$ cat src/rtl/lhp_pkg.sv
// ----------------------------------------------------------------------------
// lhp_pkg
// Shared types, widths and bucket tables for the latency histogram block.
// ----------------------------------------------------------------------------
package lhp_pkg;

    localparam int NUM_BUCKETS = 12;
    localparam int BKT_W       = 4;
    localparam int LAT_W       = 32;
    localparam int FRAC_W      = 20;
    localparam int PCT_W       = 17;

    // stream word widths, rounded up to whole bytes
    localparam int IN_DATA_BITS  = LAT_W + 2 * FRAC_W;
    localparam int IN_TDATA_W    = ((IN_DATA_BITS + 7) / 8) * 8;
    localparam int OUT_DATA_BITS = BKT_W + PCT_W;
    localparam int OUT_TDATA_W   = ((OUT_DATA_BITS + 7) / 8) * 8;

    typedef enum logic {
        REQ_RECORD = 1'b0,
        REQ_QUERY  = 1'b1
    } t_req_type;

    typedef struct packed {
        t_req_type           req_type;
        logic [LAT_W-1:0]    latency_us;
        logic [FRAC_W-1:0]   frac_num;
        logic [FRAC_W-1:0]   frac_den;
    } t_req;

    typedef struct packed {
        logic [BKT_W-1:0]    bucket_index;
        logic [PCT_W-1:0]    percentile_us;
    } t_result;

    typedef enum logic [2:0] {
        S_IDLE,
        S_REC,
        S_SUM,
        S_MUL,
        S_WALK,
        S_DONE
    } t_state;

    // upper bound of each bucket in microseconds
    function automatic logic [PCT_W-1:0] bucket_bound(input logic [BKT_W-1:0] idx);
        logic [PCT_W-1:0] b;
        case (idx)
            4'd0:    b = 17'd50;
            4'd1:    b = 17'd100;
            4'd2:    b = 17'd250;
            4'd3:    b = 17'd500;
            4'd4:    b = 17'd1000;
            4'd5:    b = 17'd2500;
            4'd6:    b = 17'd5000;
            4'd7:    b = 17'd10000;
            4'd8:    b = 17'd25000;
            4'd9:    b = 17'd50000;
            4'd10:   b = 17'd100000;
            default: b = 17'd100001;
        endcase
        return b;
    endfunction

    // first bucket whose bound the sample does not exceed; last one catches the rest
    function automatic logic [BKT_W-1:0] pick_bucket(input logic [LAT_W-1:0] lat);
        logic [BKT_W-1:0] b;
        b = BKT_W'(NUM_BUCKETS - 1);
        for (int i = NUM_BUCKETS - 2; i >= 0; i--) begin
            if (lat <= LAT_W'(bucket_bound(BKT_W'(i)))) begin
                b = BKT_W'(i);
            end
        end
        return b;
    endfunction

endpackage

$ cat src/rtl/lhp_ram.sv
// ----------------------------------------------------------------------------
// lhp_ram
// Generic single-write, single-read RAM with registered read data.
// ----------------------------------------------------------------------------
module lhp_ram #(
    parameter int WIDTH = 32,
    parameter int DEPTH = 12
) (
    input  logic                     i_clk,
    input  logic                     i_we,
    input  logic [$clog2(DEPTH)-1:0] i_waddr,
    input  logic [WIDTH-1:0]         i_wdata,
    input  logic                     i_re,
    input  logic [$clog2(DEPTH)-1:0] i_raddr,
    output logic [WIDTH-1:0]         o_rdata
);

    logic [WIDTH-1:0] r_mem [DEPTH];
    logic [WIDTH-1:0] r_rdata;

    // write port
    always_ff @(posedge i_clk) begin
        if (i_we) begin
            r_mem[i_waddr] <= i_wdata;
        end
    end

    // registered read port
    always_ff @(posedge i_clk) begin
        if (i_re) begin
            r_rdata <= r_mem[i_raddr];
        end
    end

    assign o_rdata = r_rdata;

endmodule

$ cat src/rtl/lhp_engine.sv
// ----------------------------------------------------------------------------
// lhp_engine
// Sequencer and datapath: read-modify-write of bucket counters for records,
// two sweeps over the counter RAM (total, then cumulative walk) for queries.
// ----------------------------------------------------------------------------
module lhp_engine import lhp_pkg::*; #(
    parameter int COUNT_BITS = 32
) (
    input  logic                           i_clk,
    input  logic                           i_rst_n,
    input  logic                           i_req_valid,
    output logic                           o_req_ready,
    input  t_req                           i_req,
    output logic                           o_res_valid,
    input  logic                           i_res_ready,
    output t_result                        o_res,
    output logic                           o_ram_we,
    output logic [$clog2(NUM_BUCKETS)-1:0] o_ram_waddr,
    output logic [COUNT_BITS-1:0]          o_ram_wdata,
    output logic                           o_ram_re,
    output logic [$clog2(NUM_BUCKETS)-1:0] o_ram_raddr,
    input  logic [COUNT_BITS-1:0]          i_ram_rdata
);

    localparam int ADDR_W = $clog2(NUM_BUCKETS);
    localparam int CNT_W  = $clog2(NUM_BUCKETS + 1);
    localparam int TOT_W  = COUNT_BITS + $clog2(NUM_BUCKETS);
    localparam int PROD_W = TOT_W + FRAC_W;
    localparam logic [ADDR_W-1:0] LAST_ADDR = ADDR_W'(NUM_BUCKETS - 1);

    t_state                  r_state, n_state;
    logic [CNT_W-1:0]        r_addr, n_addr;
    logic                    r_rd_vld, n_rd_vld;
    logic [ADDR_W-1:0]       r_rd_idx, n_rd_idx;
    logic                    r_rd_live, n_rd_live;
    logic [NUM_BUCKETS-1:0]  r_valid_bits, n_valid_bits;
    logic [ADDR_W-1:0]       r_bkt, n_bkt;
    logic [FRAC_W-1:0]       r_num, n_num;
    logic [FRAC_W-1:0]       r_den, n_den;
    logic [TOT_W-1:0]        r_total, n_total;
    logic [TOT_W-1:0]        r_cum, n_cum;
    logic                    r_cum_vld, n_cum_vld;
    logic [ADDR_W-1:0]       r_cum_idx, n_cum_idx;
    logic [PROD_W-1:0]       r_prod, n_prod;
    logic                    r_prod_vld, n_prod_vld;
    logic [ADDR_W-1:0]       r_prod_idx, n_prod_idx;
    logic [PROD_W-1:0]       r_target, n_target;
    t_result                 r_res, n_res;

    logic                    accept;
    logic                    issue;
    logic                    sum_last;
    logic                    reachable;
    logic                    hit;
    logic [COUNT_BITS-1:0]   rd_count;
    logic [ADDR_W-1:0]       rec_bkt;

    // shared decode
    assign accept    = i_req_valid && (r_state == S_IDLE);
    assign rec_bkt   = ADDR_W'(pick_bucket(i_req.latency_us));
    assign issue     = ((r_state == S_SUM) || (r_state == S_WALK))
                       && (r_addr < CNT_W'(NUM_BUCKETS));
    assign sum_last  = (r_state == S_SUM) && r_rd_vld && (r_rd_idx == LAST_ADDR);
    assign reachable = (r_den != '0) && (r_num <= r_den);
    // cum >= ceil(total*num/den)  <=>  cum*den >= total*num
    assign hit       = (r_state == S_WALK) && r_prod_vld && (r_prod >= r_target);
    // entries never written since reset read as zero
    assign rd_count  = r_rd_live ? i_ram_rdata : '0;

    // next state
    always_comb begin
        n_state = r_state;
        unique case (r_state)
            S_IDLE: begin
                if (accept) begin
                    n_state = (i_req.req_type == REQ_RECORD) ? S_REC : S_SUM;
                end
            end
            S_REC:  n_state = S_DONE;
            S_SUM: begin
                if (sum_last) begin
                    n_state = S_MUL;
                end
            end
            S_MUL: begin
                n_state = ((r_total == '0) || !reachable) ? S_DONE : S_WALK;
            end
            S_WALK: begin
                if (hit) begin
                    n_state = S_DONE;
                end
            end
            S_DONE: begin
                if (i_res_ready) begin
                    n_state = S_IDLE;
                end
            end
            default: n_state = S_IDLE;
        endcase
    end

    // outputs and memory port control
    always_comb begin
        o_req_ready = (r_state == S_IDLE);
        o_res_valid = (r_state == S_DONE);
        o_res       = r_res;
        o_ram_re    = (accept && (i_req.req_type == REQ_RECORD)) || issue;
        o_ram_raddr = (r_state == S_IDLE) ? rec_bkt : r_addr[ADDR_W-1:0];
        o_ram_we    = (r_state == S_REC);
        o_ram_waddr = r_bkt;
        // saturating increment
        o_ram_wdata = (rd_count == '1) ? rd_count : rd_count + COUNT_BITS'(1);
    end

    // datapath
    always_comb begin
        n_addr       = issue ? r_addr + CNT_W'(1) : r_addr;
        n_rd_vld     = issue;
        n_rd_idx     = r_addr[ADDR_W-1:0];
        n_rd_live    = r_valid_bits[o_ram_raddr];
        n_valid_bits = r_valid_bits;
        n_bkt        = r_bkt;
        n_num        = r_num;
        n_den        = r_den;
        n_total      = r_total;
        n_cum        = r_cum;
        n_cum_vld    = (r_state == S_WALK) && r_rd_vld;
        n_cum_idx    = r_rd_idx;
        n_prod       = PROD_W'(r_cum) * PROD_W'(r_den);
        n_prod_vld   = (r_state == S_WALK) && r_cum_vld;
        n_prod_idx   = r_cum_idx;
        n_target     = r_target;
        n_res        = r_res;

        case (r_state)
            S_IDLE: begin
                if (accept) begin
                    n_bkt   = rec_bkt;
                    n_num   = i_req.frac_num;
                    n_den   = i_req.frac_den;
                    n_addr  = '0;
                    n_total = '0;
                end
            end
            S_REC: begin
                n_valid_bits[r_bkt]  = 1'b1;
                n_res.bucket_index   = BKT_W'(r_bkt);
                n_res.percentile_us  = '0;
            end
            S_SUM: begin
                if (r_rd_vld) begin
                    n_total = r_total + TOT_W'(rd_count);
                end
            end
            S_MUL: begin
                n_target           = PROD_W'(r_total) * PROD_W'(r_num);
                n_addr             = '0;
                n_cum              = '0;
                n_res.bucket_index = '0;
                // empty histogram answers zero; unreachable target the last bound
                n_res.percentile_us = (r_total == '0) ? '0 : bucket_bound(BKT_W'(LAST_ADDR));
            end
            S_WALK: begin
                if (r_rd_vld) begin
                    n_cum = r_cum + TOT_W'(rd_count);
                end
                if (hit) begin
                    n_res.percentile_us = bucket_bound(BKT_W'(r_prod_idx));
                end
            end
            default: begin
            end
        endcase
    end

    // control registers
    always_ff @(posedge i_clk) begin
        if (!i_rst_n) begin
            r_state      <= S_IDLE;
            r_addr       <= '0;
            r_rd_vld     <= 1'b0;
            r_cum_vld    <= 1'b0;
            r_prod_vld   <= 1'b0;
            r_valid_bits <= '0;
        end else begin
            r_state      <= n_state;
            r_addr       <= n_addr;
            r_rd_vld     <= n_rd_vld;
            r_cum_vld    <= n_cum_vld;
            r_prod_vld   <= n_prod_vld;
            r_valid_bits <= n_valid_bits;
        end
    end

    // payload registers
    always_ff @(posedge i_clk) begin
        r_rd_idx   <= n_rd_idx;
        r_rd_live  <= n_rd_live;
        r_bkt      <= n_bkt;
        r_num      <= n_num;
        r_den      <= n_den;
        r_total    <= n_total;
        r_cum      <= n_cum;
        r_cum_idx  <= n_cum_idx;
        r_prod     <= n_prod;
        r_prod_idx <= n_prod_idx;
        r_target   <= n_target;
        r_res      <= n_res;
    end

`ifndef NO_ASSERTIONS
    // a record goes straight to the write-back cycle
    a_rec_writeback: assert property (@(posedge i_clk) disable iff (!i_rst_n)
        (accept && (i_req.req_type == REQ_RECORD)) |=> (r_state == S_REC && o_ram_we))
        else $error("record not followed by counter write-back");

    // the walk never accumulates more than the total
    a_cum_bounded: assert property (@(posedge i_clk) disable iff (!i_rst_n)
        (r_state == S_WALK) |-> (r_cum <= r_total))
        else $error("cumulative count exceeds total");

    // the last bucket always reaches the target
    a_last_hits: assert property (@(posedge i_clk) disable iff (!i_rst_n)
        (r_state == S_WALK && r_prod_vld && r_prod_idx == LAST_ADDR) |-> hit)
        else $error("walk passed the last bucket without a hit");

    // a word carries a bucket index or a percentile, never both
    a_result_exclusive: assert property (@(posedge i_clk) disable iff (!i_rst_n)
        (o_res_valid && (o_res.percentile_us != '0)) |-> (o_res.bucket_index == '0))
        else $error("result carries both bucket index and percentile");

    // written-entry flags only ever get set
    a_valid_sticky: assert property (@(posedge i_clk) disable iff (!i_rst_n)
        1'b1 |=> ((r_valid_bits & $past(r_valid_bits)) == $past(r_valid_bits)))
        else $error("counter valid flag cleared outside reset");
`endif

endmodule

$ cat src/rtl/latency_histogram_percentile.sv
// ----------------------------------------------------------------------------
// latency_histogram_percentile
// Twelve-bucket latency histogram with percentile estimate.
// ----------------------------------------------------------------------------
// Input stream (s_axis): one word per request. tuser selects the kind:
// record a latency sample, or query a percentile frac_num/frac_den.
// Output stream (m_axis): exactly one word per request, in order. A record
// returns the bucket it landed in; a query returns the upper bound in
// microseconds of the first bucket whose cumulative count reaches
// ceil(total*num/den), or zero when the histogram is empty.
// Counters sit in a 12-entry RAM with registered read. One request
// is in flight at a time. A record is a read-modify-write of its counter.
// A query sweeps the RAM twice, once for the total and once for the
// cumulative walk through a multiply stage, which stops at the answering
// bucket. An empty histogram answers zero; a zero denominator or a fraction
// above one skips the walk and answers the last bucket's bound.
// A result register sits on the output, so the next request is taken while
// a result waits; a stalled receiver holds the engine in its final state
// once that register is full. Reset clears all counters at once.
// ----------------------------------------------------------------------------
module latency_histogram_percentile import lhp_pkg::*; #(
    parameter int COUNT_BITS = 32
) (
    input  logic                   i_clk,
    input  logic                   i_rst_n,
    input  logic                   s_axis_tvalid,
    output logic                   s_axis_tready,
    input  logic [IN_TDATA_W-1:0]  s_axis_tdata,   // latency_us, frac_num, frac_den
    input  logic [0:0]             s_axis_tuser,   // req_type
    output logic                   m_axis_tvalid,
    input  logic                   m_axis_tready,
    output logic [OUT_TDATA_W-1:0] m_axis_tdata    // bucket_index, percentile_us, zero pad
);

    localparam int ADDR_W = $clog2(NUM_BUCKETS);

    t_req                  req;
    t_result               res;
    logic                  res_valid;
    logic                  res_ready;
    logic                  ram_we;
    logic [ADDR_W-1:0]     ram_waddr;
    logic [COUNT_BITS-1:0] ram_wdata;
    logic                  ram_re;
    logic [ADDR_W-1:0]     ram_raddr;
    logic [COUNT_BITS-1:0] ram_rdata;
    logic                  r_m_valid, n_m_valid;
    t_result               r_m_res, n_m_res;

    // unpack the input word
    always_comb begin
        req.req_type   = t_req_type'(s_axis_tuser[0]);
        req.latency_us = s_axis_tdata[LAT_W-1:0];
        req.frac_num   = s_axis_tdata[LAT_W+FRAC_W-1:LAT_W];
        req.frac_den   = s_axis_tdata[LAT_W+2*FRAC_W-1:LAT_W+FRAC_W];
    end

    lhp_engine #(
        .COUNT_BITS (COUNT_BITS)
    ) u_engine (
        .i_clk       (i_clk),
        .i_rst_n     (i_rst_n),
        .i_req_valid (s_axis_tvalid),
        .o_req_ready (s_axis_tready),
        .i_req       (req),
        .o_res_valid (res_valid),
        .i_res_ready (res_ready),
        .o_res       (res),
        .o_ram_we    (ram_we),
        .o_ram_waddr (ram_waddr),
        .o_ram_wdata (ram_wdata),
        .o_ram_re    (ram_re),
        .o_ram_raddr (ram_raddr),
        .i_ram_rdata (ram_rdata)
    );

    lhp_ram #(
        .WIDTH (COUNT_BITS),
        .DEPTH (NUM_BUCKETS)
    ) u_count_ram (
        .i_clk   (i_clk),
        .i_we    (ram_we),
        .i_waddr (ram_waddr),
        .i_wdata (ram_wdata),
        .i_re    (ram_re),
        .i_raddr (ram_raddr),
        .o_rdata (ram_rdata)
    );

    // output register: loads when empty or draining
    assign res_ready = !r_m_valid || m_axis_tready;

    always_comb begin
        n_m_valid = r_m_valid;
        n_m_res   = r_m_res;
        if (res_valid && res_ready) begin
            n_m_valid = 1'b1;
            n_m_res   = res;
        end else if (m_axis_tready) begin
            n_m_valid = 1'b0;
        end
    end

    always_ff @(posedge i_clk) begin
        if (!i_rst_n) begin
            r_m_valid <= 1'b0;
        end else begin
            r_m_valid <= n_m_valid;
        end
    end

    always_ff @(posedge i_clk) begin
        r_m_res <= n_m_res;
    end

    assign m_axis_tvalid = r_m_valid;
    assign m_axis_tdata  = OUT_TDATA_W'({r_m_res.percentile_us, r_m_res.bucket_index});

endmodule

$ cat config.mk
export PLATFORM = sky130hd
export DESIGN_NAME = latency_histogram_percentile
export DESIGN_NICKNAME = d
export VERILOG_FILES = /design/src/rtl/lhp_pkg.sv /design/src/rtl/lhp_ram.sv /design/src/rtl/lhp_engine.sv /design/src/rtl/latency_histogram_percentile.sv
export SDC_FILE = /design/constraint.sdc
export NUM_CORES = 2
export LEC_CHECK = 0
export BUFFER_PORTS_ARGS = -buffer_cell sky130_fd_sc_hd__buf_2
export CAP_MARGIN = 0
export CORE_MARGIN = 5
export CORE_UTILIZATION = 32
export CTS_CLUSTER_DIAMETER = 40
export DETAILED_ROUTE_END_ITERATION = 10
export HOLD_SLACK_MARGIN = 0.12
export PLACE_DENSITY = 0.57
export SLEW_MARGIN = 5
export SYNTH_ARGS = -nofsm -noshare
export SYNTH_HDL_FRONTEND = slang
export SYNTH_SLANG_ARGS = --single-unit
$ cat constraint.sdc
create_clock -name i_clk -period 8.1 [get_ports i_clk]
set_input_delay 2.025 -clock i_clk [delete_from_list [all_inputs] [get_ports i_clk]]
set_output_delay 2.025 -clock i_clk [all_outputs]
set_load 0.005 [all_outputs]
==> flow_summary.json <==
{
  "status": "completed",
  "die_h_um": 507,
  "area_growth_syn_to_layout_pct": 14.2,
  "min_period_over_period_pct": 96.1,
  "final_cell_mix": "inv_1, fa_1, nand2_1, and2_1, edfxtp_1",
  "worst_pin_slew_ns": 1.27,
  "syn_inst": 7916,
  "antenna_found_initial": 11,
  "ys_seq_elements": 735,
  "synthFlopType": "edfxtp_1",
  "dieArea_sq_um": 257000,
  "hold_viol": 0,
  "hp-class": "reg2reg",
  "cts-root-buf": "clkbuf_16",
  "post-synth-top-area-fraction_pct": 30.9,
  "setup.worst_path.start_class": "flop",
  "synth.avg_cell_area_sq_um": 9.98,
  "yosysUniqueCellTypes": 95,
  "fin_crit_ns": 7.78,
  "ys_top_cells_by_area": "fa_1, edfxtp_1, ha_1, inv_1, and2_1",
  "gp_congestion": 0.897,
  "first_pass_iters": 6,
  "clock_latency_ns": 0.80,
  "maxSlewViolCount": 0,
  "layout_commonest_cell": "inv_1",
  "finalSetupViolCount": 0,
  "die_x_um": 507,
  "synth-edff-count": 630,
  "clockBufferDepth": 3,
  "cts-htree-levels": 4,
  "synthArstFlopShare_pct": 0,
  "tritoncts": "yes",
  "cts_hold_buffers": 0,
  "drive_above_1_share_pct": 9.93,
  "crit_type": "reg2reg",
  "required_ns": 8.59,
  "cts_buffers": 132,
  "drt_wl_total_um": 234000,
  "cts_sinks": 735,
  "crit_path_max_fanout": 7,
  "cp_common_cell": "fa_1",
  "finClkSkew_ns": 0.0733,
  "pin_count": 103,
  "ys_seq_area_share_pct": 26.6,
  "grt_max_degree": 57,
  "drtAntennaViolNets": 0,
  "grt_use_total_pct": 18.2,
  "endpoint_kind": "flop",
  "vias_per_cell": 4.97,
  "grt_pass1_vias": 60200,
  "max_freq_ghz": 0.128,
  "grt_overflow": 0,
  "core_area_sq_um": 246000,
  "nNetsFinal": 9894,
  "maxCapViolCount": 0,
  "yosys_warnings": 0,
  "io_buffers": 99,
  "crit_arrival_ns": 8.28,
  "drt_iter0_drc": 4149,
  "yosysTopAreaCell": "fa_1",
  "grt_pass1_wl_um": 362000,
  "dp_hpwl_um": 181000,
  "cp_slowest_cell": "fa_1",
  "slowest_delay_ns": 0.55,
  "initial_core_util_pct": 32.1,
  "syn_area_sq_um": 79000,
  "slew_headroom_pct": 15.0,
  "rows": 182,
  "clk_pin_slew_worst_paths_ns": 0.06,
  "vias": 57000,
  "fin_setup_tns_ns": 0,
  "drcViolationCount": 0,
  "routedWlPerCell_um": 20.4
}
## what timing repair did
action,in CTS,in global routing
buffers inserted,0,42
setup endpoints to repair,0,16
resized for setup,0,19
## registers in the layout, summed over array words and instances (netlist names), 3 cells and up, named ones only
name                   flops
u_count_ram.r_mem        384
u_engine.n_prod_idx        4
u_engine.o_ram_waddr       4
u_engine.o_res            21
u_engine.r_cum            36
u_engine.r_den            20
u_engine.r_num            20
m_axis_tdata              21
u_engine.n_rd_idx          4
u_engine.n_cum_idx         4
u_engine.r_state           3
u_engine.r_total          36
u_engine.r_target         56
u_engine.r_valid_bits     12
u_count_ram.o_rdata       32
u_engine.r_prod           56
## worst paths after layout
| path | to | slack, ns | startpoint | depth (start not counted) |
|---|---|---|---|---|
| max | u_engine.r_target[46]$_DFFE_PP_ | 0.32 | u_engine.r_total[14]$_SDFFCE_PP0P_ | 25 |
| min | m_axis_tdata[17]$_DFFE_PP_ | 0.41 | u_engine.o_res[13]$_DFFE_PP_ | 0 |
| max reg2reg | u_engine.r_target[46]$_DFFE_PP_ | 0.32 | u_engine.r_total[14]$_SDFFCE_PP0P_ | 25 |
| min reg2reg | m_axis_tdata[17]$_DFFE_PP_ | 0.41 | u_engine.o_res[13]$_DFFE_PP_ | 0 |
## metal layers
| layer | routed length, um | vias to the layer above | share of wire [%] | global-route usage [%] |
|---|---|---|---|---|
| met5 | 9 | - | 0.0039 | 0 |
| met4 | 7910 | 2 | 3.4 | 6.12 |
| met3 | 13600 | 357 | 5.8 | 2.55 |
| met2 | 114000 | 1717 | 49 | 30.9 |
| met1 | 98000 | 29300 | 42 | 24.0 |
| li1 | - | 25600 | - | - |
## critical path: cells and delay by family (launching register included)
kind	cells	cell delay [ns]
AOI/OAI and AO/OA	9	2.07
and+or+nand+nor	2	0.17
adders and majority gates	8	4.02
buffers and inverters	6	0.73
DFF	1	0.52
## area by class of cell
type | count | area [sq um]
Inverter | 1436 | 5390
Antenna cell | 10 | 25.0
Clock inverter | 101 | 1310
Fill cell | 24500 | 156000
Clock buffer | 145 | 3400
Tap cell | 3220 | 4030
Multi-Input combinational cell | 5331 | 51100
Sequential cell | 735 | 21000
Timing Repair Buffer | 489 | 3960
## per-stage QoR
stage	util (%)	hold slack, ns	cells	worst slack [ns]	instance area [sq um]
CTS	36.5	0.408	11400	0.0703	89700
finish	36.7	0.409	11500	0.315	90300
global placement	34.6	0.407	11200	0.0394	85000
floorplan	-	0.323	7918	0.649	79000
global route	36.7	0.418	11500	-0.00705	90300
detailed placement	34.6	0.405	11200	0.112	85000
## kinds of logic (layout without fill, tap and decap cells)
family	after synthesis	in the layout	share of synthesized area [%]
xor gates and xnor gates	170	170	1.88
DFF	735	735	26.6
other	1	13	0.00474
buffers and inverters	1852	2171	8.96
adders and majority gates	1692	1692	38.4
AOI/OAI and AO/OA	846	846	7.33
and+or+nand+nor	2498	2498	15.3
muxes	122	122	1.57
## synthesized netlist by cell type, drive strengths merged, types with 57 or more instances
master,n
and2,682
nand2,1120
nor3,65
clkbuf,369
a21o,116
nand3,88
dfxtp,105
o21ai,124
edfxtp,630
mux2i,114
a21oi,219
and3,57
fa,1218
ha,474
inv,1436
nor2,274
xnor2,115
Power is not shown: default switching activity piles up to over one toggle a cycle in this logic, so the estimate is an artifact.
